`config.mk`:
```
export PLATFORM = sky130hd
export DESIGN_NAME = deque_with_search
export DESIGN_NICKNAME = d
export VERILOG_FILES = /design/src/rtl/deq_pkg.sv /design/src/rtl/deque_with_search.sv /design/src/rtl/deq_ram.sv /design/src/rtl/deq_ctrl.sv /design/src/rtl/deq_dp.sv
export SDC_FILE = /design/constraint.sdc
export NUM_CORES = 1
export LEC_CHECK = 0
export BUFFER_PORTS_ARGS = -buffer_cell sky130_fd_sc_hd__buf_4
export CORE_AREA = 4 4 236 238
export CTS_BUF_LIST = sky130_fd_sc_hd__clkbuf_2
export CTS_CLUSTER_SIZE = 12
export DETAILED_ROUTE_END_ITERATION = 8
export DIE_AREA = 0 0 240 242
export PLACE_DENSITY_LB_ADDON = 0.05
export SLEW_MARGIN = 20
export SYNTH_ARGS = -nofsm -noshare
export SYNTH_HDL_FRONTEND = slang
export SYNTH_SLANG_ARGS = --single-unit
```
`constraint.sdc`:
```
create_clock -name clk -period 5 [get_ports clk]
set_input_delay 1 -clock clk [delete_from_list [all_inputs] [get_ports clk]]
set_output_delay 1 -clock clk [all_outputs]
set_load 0.02 [all_outputs]
```
`src/rtl/deq_pkg.sv`:
```
package deq_pkg;

    localparam int DATA_W = 32;
    localparam int POS_W  = 5;

    typedef enum logic [2:0] {
        OP_PUSH_FRONT = 3'd0,
        OP_PUSH_BACK  = 3'd1,
        OP_POP_FRONT  = 3'd2,
        OP_POP_BACK   = 3'd3,
        OP_SEARCH     = 3'd4,
        OP_DUMP       = 3'd5
    } op_t;

    typedef enum logic [1:0] {
        ST_OK        = 2'd0,
        ST_EMPTY     = 2'd1,
        ST_FULL      = 2'd2,
        ST_NOT_FOUND = 2'd3
    } status_t;

    typedef enum logic [1:0] {
        S_IDLE,
        S_DECODE,
        S_POP_WAIT,
        S_SCAN
    } state_t;

    // Commands from the controller to the datapath.
    typedef struct packed {
        logic    load;
        logic    push_front;
        logic    push_back;
        logic    pop_front;
        logic    pop_back;
        logic    rd_front;
        logic    rd_back;
        logic    scan_init;
        logic    scan_run;
        logic    emit;
        status_t emit_status;
        logic    emit_data;
        logic    emit_pos;
        logic    emit_last;
    } cmd_t;

    // Status from the datapath to the controller.
    typedef struct packed {
        logic [2:0] op;
        logic       empty;
        logic       full;
        logic       pend_valid;
        logic       match;
        logic       cmp_last;
    } stat_t;

endpackage

```
`src/rtl/deque_with_search.sv`:
```
// Bounded double-ended queue of signed 32-bit values with search and dump.
// A request is taken at a rising edge where start is high and busy is low;
// operation and item_value are sampled at that edge. Every request except
// the unused operation codes ends in a result whose last_of_run is set.
// Each result appears on status, data_out, position and last_of_run for one
// cycle while strobe is high; the receiver must take it in that cycle.
// Pushes and any full or empty answer are decided in the decode state; a pop
// first reads the entry memory and is answered from the pop-wait state. Search
// and dump read the entry memory one entry per cycle through its registered
// port: dump results follow one another on consecutive cycles, and a search
// ends at the first matching position or, on a miss, after the last entry.
// busy falls in the cycle the final result is strobed, so the next request
// can be taken at the edge that ends that cycle.
// Reset empties the queue (front index and entry count cleared); memory
// contents are not cleared since only entries written by pushes are read.
module deque_with_search
    import deq_pkg::*;
#(
    parameter int DEPTH = 16
) (
    input  logic                     clk,
    input  logic                     rst_n,
    input  logic                     start,
    output logic                     busy,
    input  logic [2:0]               operation,
    input  logic signed [DATA_W-1:0] item_value,
    output logic                     strobe,
    output logic [1:0]               status,
    output logic signed [DATA_W-1:0] data_out,
    output logic [POS_W-1:0]         position,
    output logic                     last_of_run
);

    cmd_t  cmd;
    stat_t stat;

    deq_ctrl u_ctrl (
        .clk  (clk),
        .rst_n(rst_n),
        .start(start),
        .busy (busy),
        .stat (stat),
        .cmd  (cmd)
    );

    deq_dp #(
        .DEPTH(DEPTH)
    ) u_dp (
        .clk        (clk),
        .rst_n      (rst_n),
        .operation  (operation),
        .item_value (item_value),
        .cmd        (cmd),
        .stat       (stat),
        .strobe     (strobe),
        .status     (status),
        .data_out   (data_out),
        .position   (position),
        .last_of_run(last_of_run)
    );

endmodule

```
`src/rtl/deq_ram.sv`:
```
module deq_ram #(
    parameter int WIDTH = 32,
    parameter int DEPTH = 16,
    localparam int AW = (DEPTH > 1) ? $clog2(DEPTH) : 1
) (
    input  logic             clk,
    input  logic             we,
    input  logic [AW-1:0]    waddr,
    input  logic [WIDTH-1:0] wdata,
    input  logic [AW-1:0]    raddr,
    output logic [WIDTH-1:0] rdata
);

    logic [WIDTH-1:0] mem [DEPTH];

    always_ff @(posedge clk)
    begin
        if (we)
        begin
            mem[waddr] <= wdata;
        end
        rdata <= mem[raddr];
    end

endmodule

```
`src/rtl/deq_ctrl.sv`:
```
module deq_ctrl
    import deq_pkg::*;
(
    input  logic  clk,
    input  logic  rst_n,
    input  logic  start,
    output logic  busy,
    input  stat_t stat,
    output cmd_t  cmd
);

    state_t state_reg;
    state_t state_next;

    always_ff @(posedge clk or negedge rst_n)
    begin
        if (!rst_n)
        begin
            state_reg <= S_IDLE;
        end
        else
        begin
            state_reg <= state_next;
        end
    end

    always_comb
    begin
        state_next = state_reg;
        cmd        = '0;
        busy       = (state_reg != S_IDLE);

        case (state_reg)
            S_IDLE:
            begin
                if (start)
                begin
                    cmd.load   = 1'b1;
                    state_next = S_DECODE;
                end
            end

            S_DECODE:
            begin
                state_next = S_IDLE;
                case (stat.op) inside
                    OP_PUSH_FRONT, OP_PUSH_BACK:
                    begin
                        cmd.emit      = 1'b1;
                        cmd.emit_last = 1'b1;
                        if (stat.full)
                        begin
                            cmd.emit_status = ST_FULL;
                        end
                        else
                        begin
                            cmd.emit_status = ST_OK;
                            cmd.push_front  = (stat.op == OP_PUSH_FRONT);
                            cmd.push_back   = (stat.op == OP_PUSH_BACK);
                        end
                    end

                    OP_POP_FRONT, OP_POP_BACK:
                    begin
                        if (stat.empty)
                        begin
                            cmd.emit        = 1'b1;
                            cmd.emit_last   = 1'b1;
                            cmd.emit_status = ST_EMPTY;
                        end
                        else
                        begin
                            cmd.rd_front = (stat.op == OP_POP_FRONT);
                            cmd.rd_back  = (stat.op == OP_POP_BACK);
                            state_next   = S_POP_WAIT;
                        end
                    end

                    OP_SEARCH, OP_DUMP:
                    begin
                        if (stat.empty)
                        begin
                            cmd.emit        = 1'b1;
                            cmd.emit_last   = 1'b1;
                            cmd.emit_status = ST_EMPTY;
                        end
                        else
                        begin
                            cmd.scan_init = 1'b1;
                            state_next    = S_SCAN;
                        end
                    end

                    default:
                    begin
                        // Unused operation codes produce no result.
                        state_next = S_IDLE;
                    end
                endcase
            end

            S_POP_WAIT:
            begin
                cmd.emit        = 1'b1;
                cmd.emit_last   = 1'b1;
                cmd.emit_status = ST_OK;
                cmd.emit_data   = 1'b1;
                cmd.pop_front   = (stat.op == OP_POP_FRONT);
                cmd.pop_back    = (stat.op == OP_POP_BACK);
                state_next      = S_IDLE;
            end

            S_SCAN:
            begin
                cmd.scan_run = 1'b1;
                if (stat.pend_valid)
                begin
                    if (stat.op == OP_SEARCH)
                    begin
                        if (stat.match)
                        begin
                            cmd.emit        = 1'b1;
                            cmd.emit_last   = 1'b1;
                            cmd.emit_status = ST_OK;
                            cmd.emit_pos    = 1'b1;
                            state_next      = S_IDLE;
                        end
                        else if (stat.cmp_last)
                        begin
                            cmd.emit        = 1'b1;
                            cmd.emit_last   = 1'b1;
                            cmd.emit_status = ST_NOT_FOUND;
                            state_next      = S_IDLE;
                        end
                    end
                    else
                    begin
                        cmd.emit        = 1'b1;
                        cmd.emit_status = ST_OK;
                        cmd.emit_data   = 1'b1;
                        cmd.emit_last   = stat.cmp_last;
                        if (stat.cmp_last)
                        begin
                            state_next = S_IDLE;
                        end
                    end
                end
            end

            default:
            begin
                state_next = S_IDLE;
            end
        endcase
    end

endmodule

```
`src/rtl/deq_dp.sv`:
```
module deq_dp
    import deq_pkg::*;
#(
    parameter int DEPTH = 16
) (
    input  logic                     clk,
    input  logic                     rst_n,
    input  logic [2:0]               operation,
    input  logic signed [DATA_W-1:0] item_value,
    input  cmd_t                     cmd,
    output stat_t                    stat,
    output logic                     strobe,
    output logic [1:0]               status,
    output logic signed [DATA_W-1:0] data_out,
    output logic [POS_W-1:0]         position,
    output logic                     last_of_run
);

    localparam int AW = (DEPTH > 1) ? $clog2(DEPTH) : 1;
    localparam int CW = $clog2(DEPTH + 1);
    localparam int SW = CW + 1;
    localparam int PW = (CW > POS_W) ? CW : POS_W;

    logic [AW-1:0]     front_reg;
    logic [AW-1:0]     front_next;
    logic [CW-1:0]     count_reg;
    logic [CW-1:0]     count_next;
    logic [2:0]        op_reg;
    logic [DATA_W-1:0] val_reg;

    logic [CW-1:0]     rd_off_reg;
    logic [CW-1:0]     rd_off_next;
    logic [AW-1:0]     rd_addr_reg;
    logic [AW-1:0]     rd_addr_next;
    logic [CW-1:0]     cmp_off_reg;
    logic [CW-1:0]     cmp_off_next;
    logic              pend_valid_reg;
    logic              pend_valid_next;

    logic              strobe_reg;
    logic [1:0]        status_reg;
    logic [DATA_W-1:0] data_reg;
    logic [POS_W-1:0]  pos_reg;
    logic              last_reg;

    logic              ram_we;
    logic [AW-1:0]     ram_waddr;
    logic [AW-1:0]     ram_raddr;
    logic [DATA_W-1:0] ram_rdata;

    logic [AW-1:0]     front_inc;
    logic [AW-1:0]     front_dec;
    logic [AW-1:0]     rd_addr_inc;
    logic [AW-1:0]     tail_idx;
    logic [AW-1:0]     back_idx;
    logic [SW-1:0]     tail_sum;
    logic [SW-1:0]     back_sum;
    logic [PW-1:0]     pos_ext;
    logic              scan_issue;

    function automatic logic [AW-1:0] ring_inc(input logic [AW-1:0] a);
        ring_inc = (a == AW'(DEPTH - 1)) ? '0 : a + AW'(1);
    endfunction

    function automatic logic [AW-1:0] ring_dec(input logic [AW-1:0] a);
        ring_dec = (a == '0) ? AW'(DEPTH - 1) : a - AW'(1);
    endfunction

    // Both sums stay below twice the depth, so one conditional subtract wraps them.
    always_comb
    begin
        front_inc   = ring_inc(front_reg);
        front_dec   = ring_dec(front_reg);
        rd_addr_inc = ring_inc(rd_addr_reg);
        tail_sum    = SW'(front_reg) + SW'(count_reg);
        back_sum    = tail_sum - SW'(1);
        tail_idx    = (tail_sum >= SW'(DEPTH)) ? AW'(tail_sum - SW'(DEPTH)) : AW'(tail_sum);
        back_idx    = (back_sum >= SW'(DEPTH)) ? AW'(back_sum - SW'(DEPTH)) : AW'(back_sum);
        pos_ext     = PW'(cmp_off_reg) + PW'(1);
        scan_issue  = cmd.scan_run && (rd_off_reg < count_reg);
    end

    always_comb
    begin
        front_next      = front_reg;
        count_next      = count_reg;
        rd_off_next     = rd_off_reg;
        rd_addr_next    = rd_addr_reg;
        cmp_off_next    = cmp_off_reg;
        pend_valid_next = 1'b0;
        ram_we          = 1'b0;
        ram_waddr       = tail_idx;
        ram_raddr       = rd_addr_reg;

        if (cmd.push_front)
        begin
            ram_we     = 1'b1;
            ram_waddr  = front_dec;
            front_next = front_dec;
            count_next = count_reg + CW'(1);
        end
        if (cmd.push_back)
        begin
            ram_we     = 1'b1;
            ram_waddr  = tail_idx;
            count_next = count_reg + CW'(1);
        end
        if (cmd.pop_front)
        begin
            front_next = front_inc;
            count_next = count_reg - CW'(1);
        end
        if (cmd.pop_back)
        begin
            count_next = count_reg - CW'(1);
        end

        if (cmd.rd_front)
        begin
            ram_raddr = front_reg;
        end
        if (cmd.rd_back)
        begin
            ram_raddr = back_idx;
        end

        // The walk keeps one read in flight; read data comes back in the cycle after its offset is issued.
        if (cmd.scan_init)
        begin
            ram_raddr       = front_reg;
            rd_off_next     = CW'(1);
            rd_addr_next    = front_inc;
            cmp_off_next    = '0;
            pend_valid_next = 1'b1;
        end
        if (scan_issue)
        begin
            ram_raddr       = rd_addr_reg;
            rd_off_next     = rd_off_reg + CW'(1);
            rd_addr_next    = rd_addr_inc;
            cmp_off_next    = rd_off_reg;
            pend_valid_next = 1'b1;
        end
    end

    always_ff @(posedge clk or negedge rst_n)
    begin
        if (!rst_n)
        begin
            front_reg      <= '0;
            count_reg      <= '0;
            rd_off_reg     <= '0;
            rd_addr_reg    <= '0;
            cmp_off_reg    <= '0;
            pend_valid_reg <= 1'b0;
            strobe_reg     <= 1'b0;
        end
        else
        begin
            front_reg      <= front_next;
            count_reg      <= count_next;
            rd_off_reg     <= rd_off_next;
            rd_addr_reg    <= rd_addr_next;
            cmp_off_reg    <= cmp_off_next;
            pend_valid_reg <= pend_valid_next;
            strobe_reg     <= cmd.emit;
        end
    end

    always_ff @(posedge clk)
    begin
        if (cmd.load)
        begin
            op_reg  <= operation;
            val_reg <= item_value;
        end
        if (cmd.emit)
        begin
            status_reg <= cmd.emit_status;
            data_reg   <= cmd.emit_data ? ram_rdata : '0;
            pos_reg    <= cmd.emit_pos ? pos_ext[POS_W-1:0] : '0;
            last_reg   <= cmd.emit_last;
        end
    end

    deq_ram #(
        .WIDTH(DATA_W),
        .DEPTH(DEPTH)
    ) u_ram (
        .clk  (clk),
        .we   (ram_we),
        .waddr(ram_waddr),
        .wdata(val_reg),
        .raddr(ram_raddr),
        .rdata(ram_rdata)
    );

    always_comb
    begin
        stat.op         = op_reg;
        stat.empty      = (count_reg == '0);
        stat.full       = (count_reg == CW'(DEPTH));
        stat.pend_valid = pend_valid_reg;
        stat.match      = (ram_rdata == val_reg);
        stat.cmp_last   = (cmp_off_reg == count_reg - CW'(1));
    end

    assign strobe      = strobe_reg;
    assign status      = status_reg;
    assign data_out    = data_reg;
    assign position    = pos_reg;
    assign last_of_run = last_reg;

endmodule

```
Word level (Yosys, flattened, before mapping)

Memories as Yosys holds them, arrays and structs flattened. A register that Yosys moved wholly into a read port is not among the register bits.
Index checks and enable logic that the tools add are counted.

Magnitude comparators: 3
Add/sub/neg operators: 11
Reductions and logical operators: 13
Bitwise operators: 0
Shift-type cells: 0
Mux-type cells: 78
Multiply operators: 0
Divide/modulo/power cells: 0
Equality and inequality tests: 15

Operator list:

| cell                | number |
|---|---|
| $mux 4              | 15 |
| $mux 5              | 8 |
| $mux 2              | 18 |
| $eq 32x32->1        | 1 |
| $mux 1              | 24 |
| $mux 3              | 8 |
| $add 5x1->5 const B | 3 |
| $ge 6x5->1 const B  | 2 |
| $sub 4x1->4 const B | 3 |
| $pmux 3 s3          | 1 |
| $add 4x1->4 const B | 2 |
| $eq 4x4->1 const B  | 2 |
| $pmux 2 s4          | 1 |
| $add 4x5->6         | 1 |
| $eq 3x2->1 const B  | 2 |
| $eq 3x3->1 const B  | 2 |
| $mux 6              | 1 |
| $reduce_bool 2->1   | 3 |
| $reduce_or 2->1     | 3 |
| $sub 6x1->6 const B | 1 |
| $eq 5x5->1          | 1 |
| $eq 5x5->1 const B  | 1 |
| $logic_not 5->1     | 1 |
| $lt 5x5->1          | 1 |
| 14 further kinds    | 15 |

Output and inout bits: 42
Memory bits (writable): 512
Bits in latches: 0
Register bits after elaboration: 102
Input bits: 38
ROM bits: 0
Memories kept: 1
Logic and storage cells: 135

Memory list:

| memory         | words | width | rd ports | clocked after memory_dff | wr ports | line          | source |
|---|---|---|---|---|---|---|---|
| u_dp.u_ram.mem | 16    | 32    | 1        | 1                        | 1        | deq_ram.sv:14 | `logic [WIDTH-1:0] mem [DEPTH];` |

Logic depth before layout (Yosys ltp)

Gate-level depths: netlist of the first run.

Depth in word-level cells: 10
Depth in mapped cells: 13
Mapped depth without buffers: 11

Cells and area by module

From an unflattened synthesis of the first run, not the netlist that was laid out.

Cell total of the unflattened synthesis: 1275
Area total of the unflattened synthesis: 25049.0 µm²

Modules (own cells, without submodules):

| module   | area each (µm²) | times used | sequential area each (µm²) | cells an instance |
|---|---|---|---|---|
| deq_ram  | 19835.3         | 1          | 16015.4                    | 838 |
| deq_dp   | 4860.9          | 1          | 2877.8                     | 390 |
| deq_ctrl | 352.8           | 1          | 50.0                       | 47 |

Worst setup path before layout of the first run

OpenSTA, ideal clock, no wires.

Path kind: reg-to-reg
From: register u_dp.count_reg[1]
To: register u_dp.data_reg[0], in the netlist u_dp.data_out[0] (enable)
Library setup time: 0.450 ns
Data required time: 4.550 ns
Cell stages (with the launch flop): 7
Data arrival time: 3.728 ns
Slack: 0.822 ns
Clock period less this slack: 4.178 ns
Path buffers: 1
Cell sequence: dfrtp_1 inv_1 ha_1 or4b_1 buf_2 maj3_1 o211ai_1

RTL lines:

| item                   | line          | source |
|---|---|---|
| from (decl)            | deq_dp.sv:26  | `logic [CW-1:0] count_reg;` |
| from (signal assigned) | deq_dp.sv:161 | `count_reg <= count_next;` |
| to (signal assigned)   | deq_dp.sv:180 | `data_reg <= cmd.emit_data ? ram_rdata : '0;` |
| to (decl)              | deq_dp.sv:42  | `logic [DATA_W-1:0] data_reg;` |

Worst setup path after layout of the first run

From: register u_dp.count_reg[1]
To: memory u_dp.u_ram.mem[14][2] (enable)

Word-level cells in the longest chain between the ends: 8
Elaborated cells between the ends (all ways): 14
Those cells by class: add/sub: 2; order compare: 1; eq/ne: 1; mux: 10

RTL lines:

| item                                                | line |
|---|---|
| branches (longest 8 deep; another with $add 4x5->6) | n/a |
| to (decl)                                           | deq_ram.sv:14 |

Several ways; the timed one is not identified.

==> results of run 1 <==
-- critical path: cells and delay by family (launching register included) --
kind                     cells  cell delay, ns
AO/OA/AOI/OAI                1            0.18
AND/OR/NAND/NOR              6            2.10
adder cells (fa/ha/maj)      1            0.29
flip-flops                   1            0.42
buffers and inverters        2            0.61
-- routing by layer --
metal / global-route usage / wire length [µm]
met5: 0 / 0
met4: 0.0699 / 1000
met3: 0.0464 / 2730
met2: 0.340 / 29400
met1: 0.289 / 27500
-- power breakdown --
group	total (W)	switching [W]	leakage, nW	internal [W]
sequential	0.00729	0.000577	5.93	0.00671
clock	0.00378	0.00211	1.21	0.00167
combinational	0.00639	0.00384	4.03	0.00254
-- cell type report --
class,instances,area [µm²],share of cell area
Antenna cell,9,22.5,0.000758
Clock buffer,246,1230,0.0415
Clock inverter,51,383,0.0129
Inverter,20,75.1,0.00253
Multi-Input combinational cell,843,6740,0.227
Sequential cell,646,18900,0.638
Tap cell,696,871,0.0293
Timing Repair Buffer,153,1430,0.0481
-- cells by family after synthesis --
group | synth area share
adder cells (fa/ha/maj) | 0.00885
multiplexers | 0.128
AO/OA/AOI/OAI | 0.0468
AND/OR/NAND/NOR | 0.0509
buffers and inverters | 0.0191
XOR/XNOR | 0.0187
flip-flops | 0.728
-- how the worst max path moves through the flow --
| stage | from | end | slack, ns | cells past startpoint |
|---|---|---|---|---|
| floorplan | u_dp.count_reg[1] | u_dp.data_out[0] | 0.82 | 6 |
| global placement | u_dp.count_reg[1] | u_dp.u_ram.mem[14][5] | 1.29 | 10 |
| detailed placement | u_dp.count_reg[1] | u_dp.u_ram.mem[14][7] | 1.13 | 10 |
| CTS | u_dp.count_reg[1] | u_dp.u_ram.mem[14][2] | 1.05 | 10 |
| global route | u_dp.count_reg[1] | u_dp.u_ram.mem[14][2] | 0.68 | 10 |
| finish | u_dp.count_reg[1] | u_dp.u_ram.mem[14][2] | 1.00 | 10 |
-- through the flow --
step | util | instance area [µm²] | setup WS, ns
after floorplan | - | 26000 | 0.822
after global placement | 0.516 | 27700 | 1.29
after detailed placement | 0.516 | 27700 | 1.13
after CTS | 0.554 | 29700 | 1.05
after global routing | 0.554 | 29700 | 0.685
final | 0.554 | 29700 | 1.00
-- repair_timing --
action,in CTS,in global routing
endpoints found under the hold margin,62,0
hold buffers,38,0
endpoints found under the setup margin,0,0
-- layout by cell type (no fill, tap or decap), types with 36 or more instances in the layout --
cell type and instances:
buf_4 101, nand2_1 37, dlygate4sd3_1 37, mux2i_1 258
mux2_2 48, clkbuf_2 246, nor3_1 43, a211oi_1 64
xor2_1 36, edfxtp_1 587, nor2_1 88
==> metrics.md, run 1 <==
| Metric | Value |
|---|---|
| Result of the run | finished, final reports clean |
| Post-Route Setup TNS | 0 ns |
| Wirelength per Cell | 22.7 µm |
| Mean instance size in the synthesized netlist | roughly 16 µm² |
| Critical Path RT | about 5.9 ns |
| Endpoint of the most critical register-to-register path | u_dp.u_ram.mem[14][2] |
| DIE AREA | between 0.05 and 0.06 mm² |
| Most frequent cell after synthesis | edfxtp_1 |
| Post-Route Hold Slack | between 0.3 and 0.4 ns |
| Synth top area share | 0.677 |
| Vias in the first global route | 14.9k |
| Wire length of the first global-routing pass | 91.9 mm |
| Root buf cell | clkbuf_2 |
| Cell type contributing the most total cell area after synthesis | edfxtp_1 |
| Largest net degree at the start of global routing | 101 |
| TritonCTS clock tree | yes |
| Number of standard cells in the final layout excluding fillers | 2664 |
| Final hold viol count | 0 |
| Number of levels in the clock H-tree | 4 |
| Starting density of the core | 0.486 |
| Worst min-delay path category | in2reg |
| GRT overflow | 0 |
| Number of antenna violations at the first check in global routing | 2 |
| Post-CTS sizing | 0 |
| Syn Std Cell Area | roughly 0.026 mm² |
| Remaining design rule violation count | 0 |
| Top FF cell, synth | edfxtp_1 |
| Net Count, Synth | 1642 |
| Post-synth EDFFs | 587 |
| VDD IR max | 669 µV |
| Tot GR Track Use | 0.212 |
| Type of origin of the critical path | register |
| Max-Slew Margin vs Limit | 0.402 |
| PD cells | ~600 mW/mm² |
| Max-cap check violation count | 0 |
| Hold path depth | 4 |
| Unrepaired setup endpoints after global routing | no |
| F_max | roughly 250 MHz |
| Crit path max fanout | 18 |
| CTS Buf Count | between 150 and 200 |
| Die extent in x | roughly 240 µm |
| Cell count of the worst reg-to-reg path | 10 |
| Largest register by flop count | u_dp.u_ram.mem |
| Post-synthesis sequential area ratio | 0.728 |
| Netlist cell types | between 60 and 70 |
| Layout fillers | 4450 |
| Number of sinks on the clock net | 646 |
| Most frequent cells after synthesis | edfxtp_1 (587), mux2i_1 (258), nor2_1 (104) |
| Post-CTS setup buffer count | 0 |
| Min Tclk post-route | 4.00 ns |
| Final net count | between 1.5k and 2k |
| Cell types occupying the most area after synthesis | edfxtp_1 (68%), mux2i_1 (9.9%), dfrtp_1 (2.6%) |
| Cells traversed along the worst timing path | inv_1 > ha_1 > nor3b_1 > nand2_1 > and2_1 > nand2b_1 > o21ai_0 > nand2b_1 > nor2_4 > buf_4 |
| Die span in y | 242 µm |
| Actual transition at the worst max-transition pin | ~0.89 ns |
| Register bit count reported by yosys | 646 |
| Worst Min Path Start | start |
| Number of standard-cell rows in the floorplan | 85 |
| Endpoint of the worst hold-timing path | u_ctrl.state_reg[0] |
| Slowest cell on the critical path | nor2_4 |
| Ports | 80 |
| Count of antenna-violating nets left after detailed routing | 0 |
| Warning count from the yosys run | 0 |
| I/O Buffers | 79 |
| WP data arrival | just under 5 ns |
| Leak | 11.2 nW |
| Drt first pass iters | 5 |
| Routability congestion estimate from global placement | 0.786 |
| Count of vias placed by the detailed router | between 10k and 15k |
| Asr flop ratio synth | 0.0418 |
| HPWL reported at the end of detailed placement | 33.2 mm |
| Area of the placeable core | between 0.05 and 0.06 mm² |
| Most common cell on crit path | nand2b_1 |
| Total Wirelength | approximately 60 mm |
| Number of violations reported at the end of detailed-routing iteration 0 | 894 |
| Insertion delay to the later sink of the worst-skew pair | 1.33 ns |
| Crit-path max cell delay | 0.62 ns |
| Final setup vio count | 0 |
| Placed cell count | between 2k and 2.5k |
| Ratio of final minimum period to clock period | 0.800 |
| Number of flip-flops in the largest register | just over 500 |
| Power, Total | 0.0175 W |
| Reg2Reg Setup Slack | around 1 ns |
| Largest clock skew in the final design | 0.0787 ns |
| Origin of the critical flop-to-flop path | u_dp.count_reg[1] |
| Slew Viols, Final | 0 |
| Type of the worst setup path | reg2reg |
| Area growth from synthesis to layout | 14.1% |
| Clk slew on worst S/H paths | between 0.1 and 0.15 ns |
| Cell count after synthesis | 1587 |
| Crit end category | register |
| Via count normalized by instance count | between 5 and 6 |
| Ratio of cells with drive above 1 in the final layout | 0.233 |
| CTS Buffer Depth | 3 |
No activity file was read; power rests on OpenSTA's default activity.
==> inputs of run 2 (changes only) <==
- ABC_AREA: unset -> 1
- CORE_AREA: 4 4 236 238 -> 4 4 244 246
- DIE_AREA: 0 0 240 242 -> 0 0 248 250
- clock period: 5 -> 3.65 ns (I/O delays scaled with it)
==> run 2 against run 1 <==
Largest cell class unchanged. Combinational power rose by 69%. Count of clock-buffer cells in the layout rose by 19. Total power rose by 47%.
==> metrics.md, run 2 <==
| Metric | Value |
|---|---|
| Result of the run | finished, final reports clean |
| Most frequent cells after synthesis | nand2_1 (630), nand3_1 (618), edfxtp_1 (587) |
| Net Count, Synth | 2662 |
| Wire length on met1 | around 32 mm |
| Count of antenna-violating nets left after detailed routing | 0 |
| Starting density of the core | 0.487 |
| Count of hold buffers inserted by post-cts repair | 68 |
| Area growth from synthesis to layout | 14.8% |
| Synth top area share | 0.631 |
| Reg2Reg Setup Slack | 0.40 ns |
| Wirelength per Cell | 19.6 µm |
| Largest clock skew in the final design | 0.0893 ns |
| Highest routed metal layer | met4 |
| Met3 wire len | between 4 and 5 mm |
| Post-synth EDFFs | 587 |
| Vias in the first global route | 19.5k |
| Most frequent cells in the layout | nand2_1 (630), nand3_1 (615), edfxtp_1 (587) |
| Slew Viols, Final | 0 |
| Root buf cell | clkbuf_2 |
| Layout fillers | 5140 |
| Ratio of cells with drive above 1 in the final layout | 0.162 |
| Count of vias placed by the detailed router | 19.6k |
| Mean instance size in the synthesized netlist | 10.7 µm² |
| CTS Buf Count | about 170 |
| Number of antenna violations at the first check in global routing | 1 |
| Post-CTS setup buffer count | 0 |
| F_max | 308 MHz |
| Remaining design rule violation count | 0 |
| Number of standard-cell rows in the floorplan | 88 |
| Total Wirelength | 73.8 mm |
| Slowest cell on the critical path | dfrtp_1 |
| Endpoint of the worst hold-timing path | u_dp.val_reg[20] |
| Post-CTS sizing | 0 |
| Syn Std Cell Area | 0.0279 mm² |
| GRT overflow | 0 |
| Die span in y | 250 µm |
| Netlist cell types | 39 |
| Leak | 13.6 nW |
| Number of violations reported at the end of detailed-routing iteration 0 | 1452 |
| Post-Route Hold Slack | 0.208 ns |
| TritonCTS clock tree | yes |
| Cell count of the worst reg-to-reg path | 10 |
| Wire length of the first global-routing pass | 113 mm |
| CTS Buffer Depth | 3 |
| Die extent in x | 248 µm |
| Largest net degree at the start of global routing | 129 |
| Worst Min Path Start | item_value[20] |
| Critical Path RT | 4.60 ns |
| Via count normalized by instance count | 5.22 |
| VDD IR max | 472 µV |
| Ratio of final minimum period to clock period | 0.890 |
| Number of levels in the clock H-tree | 4 |
| Origin of the critical flop-to-flop path | u_dp.count_reg[0] |
| WP data arrival | 4.20 ns |
| Area of the placeable core | 0.0574 mm² |
| Type of origin of the critical path | register |
| Cell type contributing the most total cell area after synthesis | edfxtp_1 |
| Unrepaired setup endpoints after global routing | no |
| Number of sinks on the clock net | 646 |
| Crit end category | register |
| Power, Total | 0.0256 W |
| Crit path max fanout | 27 |
| Cell types occupying the most area after synthesis | edfxtp_1 (63%), nand3_1 (11%), nand2_1 (8.5%) |
| Number of flip-flops in the largest register | between 500 and 600 |
| Routability congestion estimate from global placement | ~0.81 |
| Drt first pass iters | 5 |
| Crit-path max cell delay | 0.46 ns |
| Actual transition at the worst max-transition pin | ~1 ns |
| Most frequent standard cell in the layout excluding fill and tap cells | nand2_1 |
| Largest register by flop count | u_dp.u_ram.mem |
| Cell count after synthesis | 2607 |
| Share of the core filled with cells | 0.559 |
| DIE AREA | 0.0620 mm² |
| Warning count from the yosys run | 0 |
| Endpoint of the most critical register-to-register path | u_dp.u_ram.mem[2][0] |
| PD cells | 798 mW/mm² |
| Max-Slew Margin vs Limit | 0.350 |
| Post-Route Setup TNS | 0 ns |
| Post-synthesis sequential area ratio | 0.678 |
| Cells traversed along the worst timing path | inv_1 > ha_1 > nand3_1 > nand2_1 > nor2_1 > inv_1 > o21ai_0 > nand3_1 > nor2_4 > buf_12 |
| Tot GR Track Use | 0.241 |
| Ports | 80 |
| Most frequent cell after synthesis | nand2_1 |
| Asr flop ratio synth | 0.0418 |
| Clk slew on worst S/H paths | 0.10 ns |
| WL met2 | 35.3 mm |
| Final hold viol count | 0 |
| Final std cell area, no fill | 0.0321 mm² |
| Area post-placement | a little under 0.03 mm² |
| Final net count | slightly below 3k |
| Min Tclk post-route | 3.25 ns |
| Final setup vio count | 0 |
| Register bit count reported by yosys | 646 |
| I/O Buffers | between 70 and 80 |
| Type of the worst setup path | reg2reg |
| HPWL reported at the end of detailed placement | 40.5 mm |
| Worst min-delay path category | in2reg |
| Insertion delay to the later sink of the worst-skew pair | 1.29 ns |
| Top FF cell, synth | edfxtp_1 |
| Hold path depth | 2 |
| Max-cap check violation count | 0 |
run 2: changes by cell type in the layout (fill, tap and decap cells not counted), moves of 21 or more:
cell / before / now
nand2_1: 37 / 630
a211oi_1: 64 / 1
xor2_1: 36 / 15
o22ai_1: 34 / 8
mux2i_1: 258 / 0
dlygate4sd3_1: 37 / 67
nor3_1: 43 / 3
and2_1: 33 / 0
buf_4: 101 / 124
nand3_1: 10 / 615
mux2_2: 48 / 0
inv_1: 20 / 341
run 2: stage by stage:
step / setup WS (ns) / cells
2_1_floorplan: 0.141 / 2607
3_3_place_gp: 0.487 / 3388
3_5_place_dp: 0.395 / 3388
4_1_cts: 0.410 / 3761
5_1_grt: 0.169 / 3763
6_report: 0.403 / 3763
run 2: worst max path at each step:
stage / startpoint / endpoint / slack (ns) / cells after the start
2_1_floorplan: u_dp.count_reg[0] / u_dp.u_ram.mem[0][0] / 0.14 / 9
3_3_place_gp: u_dp.count_reg[0] / u_dp.u_ram.mem[2][17] / 0.49 / 10
3_5_place_dp: u_dp.count_reg[0] / u_dp.u_ram.mem[14][12] / 0.39 / 10
4_1_cts: u_dp.count_reg[0] / u_dp.u_ram.mem[2][0] / 0.41 / 10
5_1_grt: u_dp.count_reg[0] / u_dp.u_ram.mem[2][0] / 0.17 / 10
6_report: u_dp.count_reg[0] / u_dp.u_ram.mem[2][0] / 0.40 / 10
run 2: worst max-delay path, delay by kind of cell (launching register included):
| kind | cells | cell delay [ns] |
|---|---|---|
| fa+ha+maj | 1 | 0.31 |
| flops | 1 | 0.46 |
| buf+inv | 3 | 0.56 |
| simple gates | 5 | 1.29 |
| compound gates | 1 | 0.36 |
run 2: cell families after synthesis:
| group | after synthesis | synth area share |
|---|---|---|
| simple gates | 1370 | 0.216 |
| flops | 646 | 0.678 |
| buf+inv | 487 | 0.0759 |
| compound gates | 52 | 0.0110 |
| xor+xnor | 35 | 0.0110 |
| fa+ha+maj | 17 | 0.00789 |
run 2: power by group:
group	internal, W	leakage (nW)	switching, W
logic	0.00341	6.46	0.00741
clock network	0.00198	1.20	0.00291
registers	0.00926	5.93	0.000612
run 2: layout make-up:
cell class / count / area (µm²) / area share
Antenna cell: 2 / 5.00 / 0.000156
Clock buffer: 265 / 1330 / 0.0414
Clock inverter: 40 / 190 / 0.00593
Inverter: 348 / 1310 / 0.0408
Multi-Input combinational cell: 1474 / 7090 / 0.221
Sequential cell: 646 / 18900 / 0.591
Tap cell: 765 / 957 / 0.0299
Timing Repair Buffer: 223 / 2240 / 0.0699
run 2: routing by layer:
metal,vias to the layer above,GRT usage
li1,9392,-
met1,9501,0.329
met2,606,0.386
met3,133,0.0515
met4,0,0.0798
met5,-,0
==> inputs of run 3 (changes only) <==
- GPL_ROUTABILITY_DRIVEN: unset -> 0
- clock period: 3.65 -> 3.2 ns (I/O delays scaled with it)
==> run 3 against run 2 <==
Core utilization is 0.77 points higher. Global-route usage is 0.23 points lower. Clock skew is 0.018 ns lower. First-iteration DRC count is 17% higher. Maximum frequency is 11% higher. Total power is 16% higher. Critical path depth stayed put. Cell count is 1.1% higher. Final area is 1.4% higher. Via count is 0.18% higher. Combinational power is 20% higher. Sequential share of layout area is 0.80 points lower. Largest cell class unchanged.
==> metrics.md, run 3 (same netlist as run 2, synthesis figures left out) <==
| Metric | Value |
|---|---|
| Ratio of cells with drive above 1 in the final layout | 0.170 |
| Largest register by flop count | u_dp.u_ram.mem |
| PD cells | roughly 910 mW/mm² |
| Launching instance or port of the critical path | u_dp.count_reg[0] |
| Count of vias placed by the detailed router | 19.7k |
| Number of levels in the clock H-tree | 4 |
| Critical Path RT | 4.14 ns |
| Actual transition at the worst max-transition pin | roughly 0.86 ns |
| Vias in the first global route | 19.3k |
| Crit-path leading delay family | simple AND/OR/NAND/NOR gates |
| Insertion delay to the later sink of the worst-skew pair | 1.32 ns |
| Cell count of the worst reg-to-reg path | 10 |
| Tot GR Track Use | 0.239 |
| Crit-path max cell delay | roughly 0.46 ns |
| Number of flip-flops in the largest register | 512 |
| Most frequent cells in the layout | nand2_1 (630), nand3_1 (611), edfxtp_1 (587) |
| Type of origin of the critical path | register |
| Clk slew on worst S/H paths | around 0.080 ns |
| CTS Buffer Depth | 3 |
| Placed cell count | roughly 3.4k |
| WP data arrival | 3.87 ns |
| Final hold viol count | 0 |
| Endpoint of the most critical register-to-register path | u_dp.u_ram.mem[13][13] |
| HPWL reported at the end of detailed placement | 41.3 mm |
| Origin of the critical flop-to-flop path | u_dp.count_reg[0] |
| Final setup vio count | 0 |
| Largest clock skew in the final design | between 0.07 and 0.08 ns |
| Unrepaired setup endpoints after global routing | no |
| TritonCTS clock tree | yes |
| F_max | 341 MHz |
| Worst min-delay path category | in2reg |
| Most frequent standard cell in the layout excluding fill and tap cells | nand2_1 |
| Die extent in x | 248 µm |
| DIE AREA | 0.0620 mm² |
| Number of standard cells in the final layout excluding fillers | 3805 |
| GRT overflow | 0 |
| I/O Buffers | a little under 80 |
| Post-CTS setup buffer count | 0 |
| Drt first pass iters | 5 |
| Ports | 80 |
| Type of the worst setup path | reg2reg |
| Slowest cell on the critical path | dfrtp_1 |
| Number of violations reported at the end of detailed-routing iteration 0 | 1694 |
| Wirelength per Cell | between 15 and 20 µm |
| Number of standard-cell rows in the floorplan | between 80 and 90 |
| Slew Viols, Final | 0 |
| Number of antenna violations at the first check in global routing | 1 |
| VDD IR max | approximately 530 µV |
| Count of antenna-violating nets left after detailed routing | 0 |
| CP bufs+invs | 3 |
| CTS Buf Count | 168 |
| Number of gates on the worst path with buffers counted | 10 |
| Final net count | 2954 |
| Max-cap check violation count | 0 |
| Remaining design rule violation count | 0 |
| Starting density of the core | 0.487 |
| Reg2Reg Setup Slack | 0.27 ns |
| Area growth from synthesis to layout | 16.4% |
| Die span in y | 250 µm |
| Total Wirelength | 73.2 mm |
| Layout fillers | 5052 |
| End point of the critical path | u_dp.u_ram.mem[13][13] |
| Post-Route Setup TNS | 0 ns |
| Leak | 13.8 nW |
| Root buf cell | clkbuf_2 |
| Min Tclk post-route | 2.93 ns |
| Ratio of final minimum period to clock period | 0.916 |
| Power, Total | 0.0297 W |
| Result of the run | finished, final reports clean |
| Number of sinks on the clock net | 646 |
| Area of the placeable core | 0.0574 mm² |
| Crit end category | register |
| Most common cell on crit path | inv_1 |
| Max-Slew Margin vs Limit | 0.430 |
| Wire length of the first global-routing pass | 113 mm |
| Crit path max fanout | 32 |
| Via count normalized by instance count | 5.17 |
| Cells traversed along the worst timing path | inv_1 > ha_1 > nand3_1 > nand2_1 > nor2_1 > inv_1 > a21oi_1 > nand3_2 > nor2_4 > buf_12 |
| Largest net degree at the start of global routing | 113 |
-- run 3: changes by cell type in the layout (fill, tap and decap cells not counted) --
cell,before,now
buf_4,124,147
clkinv_4,1,0
nand3_1,615,611
clkinv_1,27,35
o21ai_0,21,20
buf_12,32,41
nand3_2,2,6
dlygate4sd3_1,67,73
diode_2,2,1
clkbuf_2,265,263
o21ai_1,0,1
-- run 3: worst register-to-register path: cells and delay by family (launching register included) --
family	cells	cell delay [ns]
compound gates	1	0.34
fa+ha+maj	1	0.24
buf+inv	3	0.58
flops	1	0.46
simple gates	5	0.98
-- run 3: metrics by stage --
stage | area, µm² | hold WS (ns) | utilization | worst slack, ns
floorplan | 28000 | 0.344 | - | -0.309
global placement | 30200 | 0.532 | 0.526 | 0.220
detailed placement | 30200 | 0.540 | 0.526 | 0.136
CTS | 32500 | 0.0958 | 0.566 | 0.122
global route | 32500 | 0.173 | 0.567 | 0.0542
finish | 32500 | 0.320 | 0.567 | 0.268
-- run 3: layout make-up --
class / instances / area (µm²) / area share
Multi-Input combinational cell: 1474 / 7110 / 0.219
Antenna cell: 1 / 2.50 / 0.0000770
Timing Repair Buffer: 261 / 2660 / 0.0817
Inverter: 348 / 1310 / 0.0403
Clock inverter: 47 / 211 / 0.00651
Sequential cell: 646 / 18900 / 0.583
Tap cell: 765 / 957 / 0.0294
Clock buffer: 263 / 1320 / 0.0405
-- run 3: what timing repair did --
item | CTS | global route
hold buffers | 74 | 0
resized for setup | 0 | 5
endpoints found under the setup margin | 0 | 413
hold endpoints to repair | 63 | 0
-- run 3: per-layer routing --
| metal | up-vias | share of wire | GRT usage |
|---|---|---|---|
| li1 | 9454 | - | - |
| met4 | 0 | 0.019 | 0.0729 |
| met3 | 91 | 0.058 | 0.0555 |
| met5 | - | 0 | 0 |
| met2 | 588 | 0.47 | 0.371 |
| met1 | 9534 | 0.45 | 0.336 |
-- run 3: power breakdown --
part	internal (W)	total, W	switching [W]
registers	0.0106	0.0111	0.000526
logic	0.00424	0.0130	0.00876
clock network	0.00225	0.00559	0.00334
-- run 3: worst min-delay path by stage --
stage / slack, ns / from / cells past startpoint / to
finish: 0.32 / start / 5 / u_ctrl.state_reg[0]
global route: 0.17 / start / 5 / u_ctrl.state_reg[0]
CTS: 0.1 / start / 5 / u_ctrl.state_reg[0]
detailed placement: 0.54 / u_dp.u_ram.rdata[22] / 2 / u_dp.data_out[22]
global placement: 0.53 / u_dp.u_ram.rdata[19] / 2 / u_dp.data_out[19]
floorplan: 0.34 / rst_n / 0 / u_ctrl.state_reg[0]
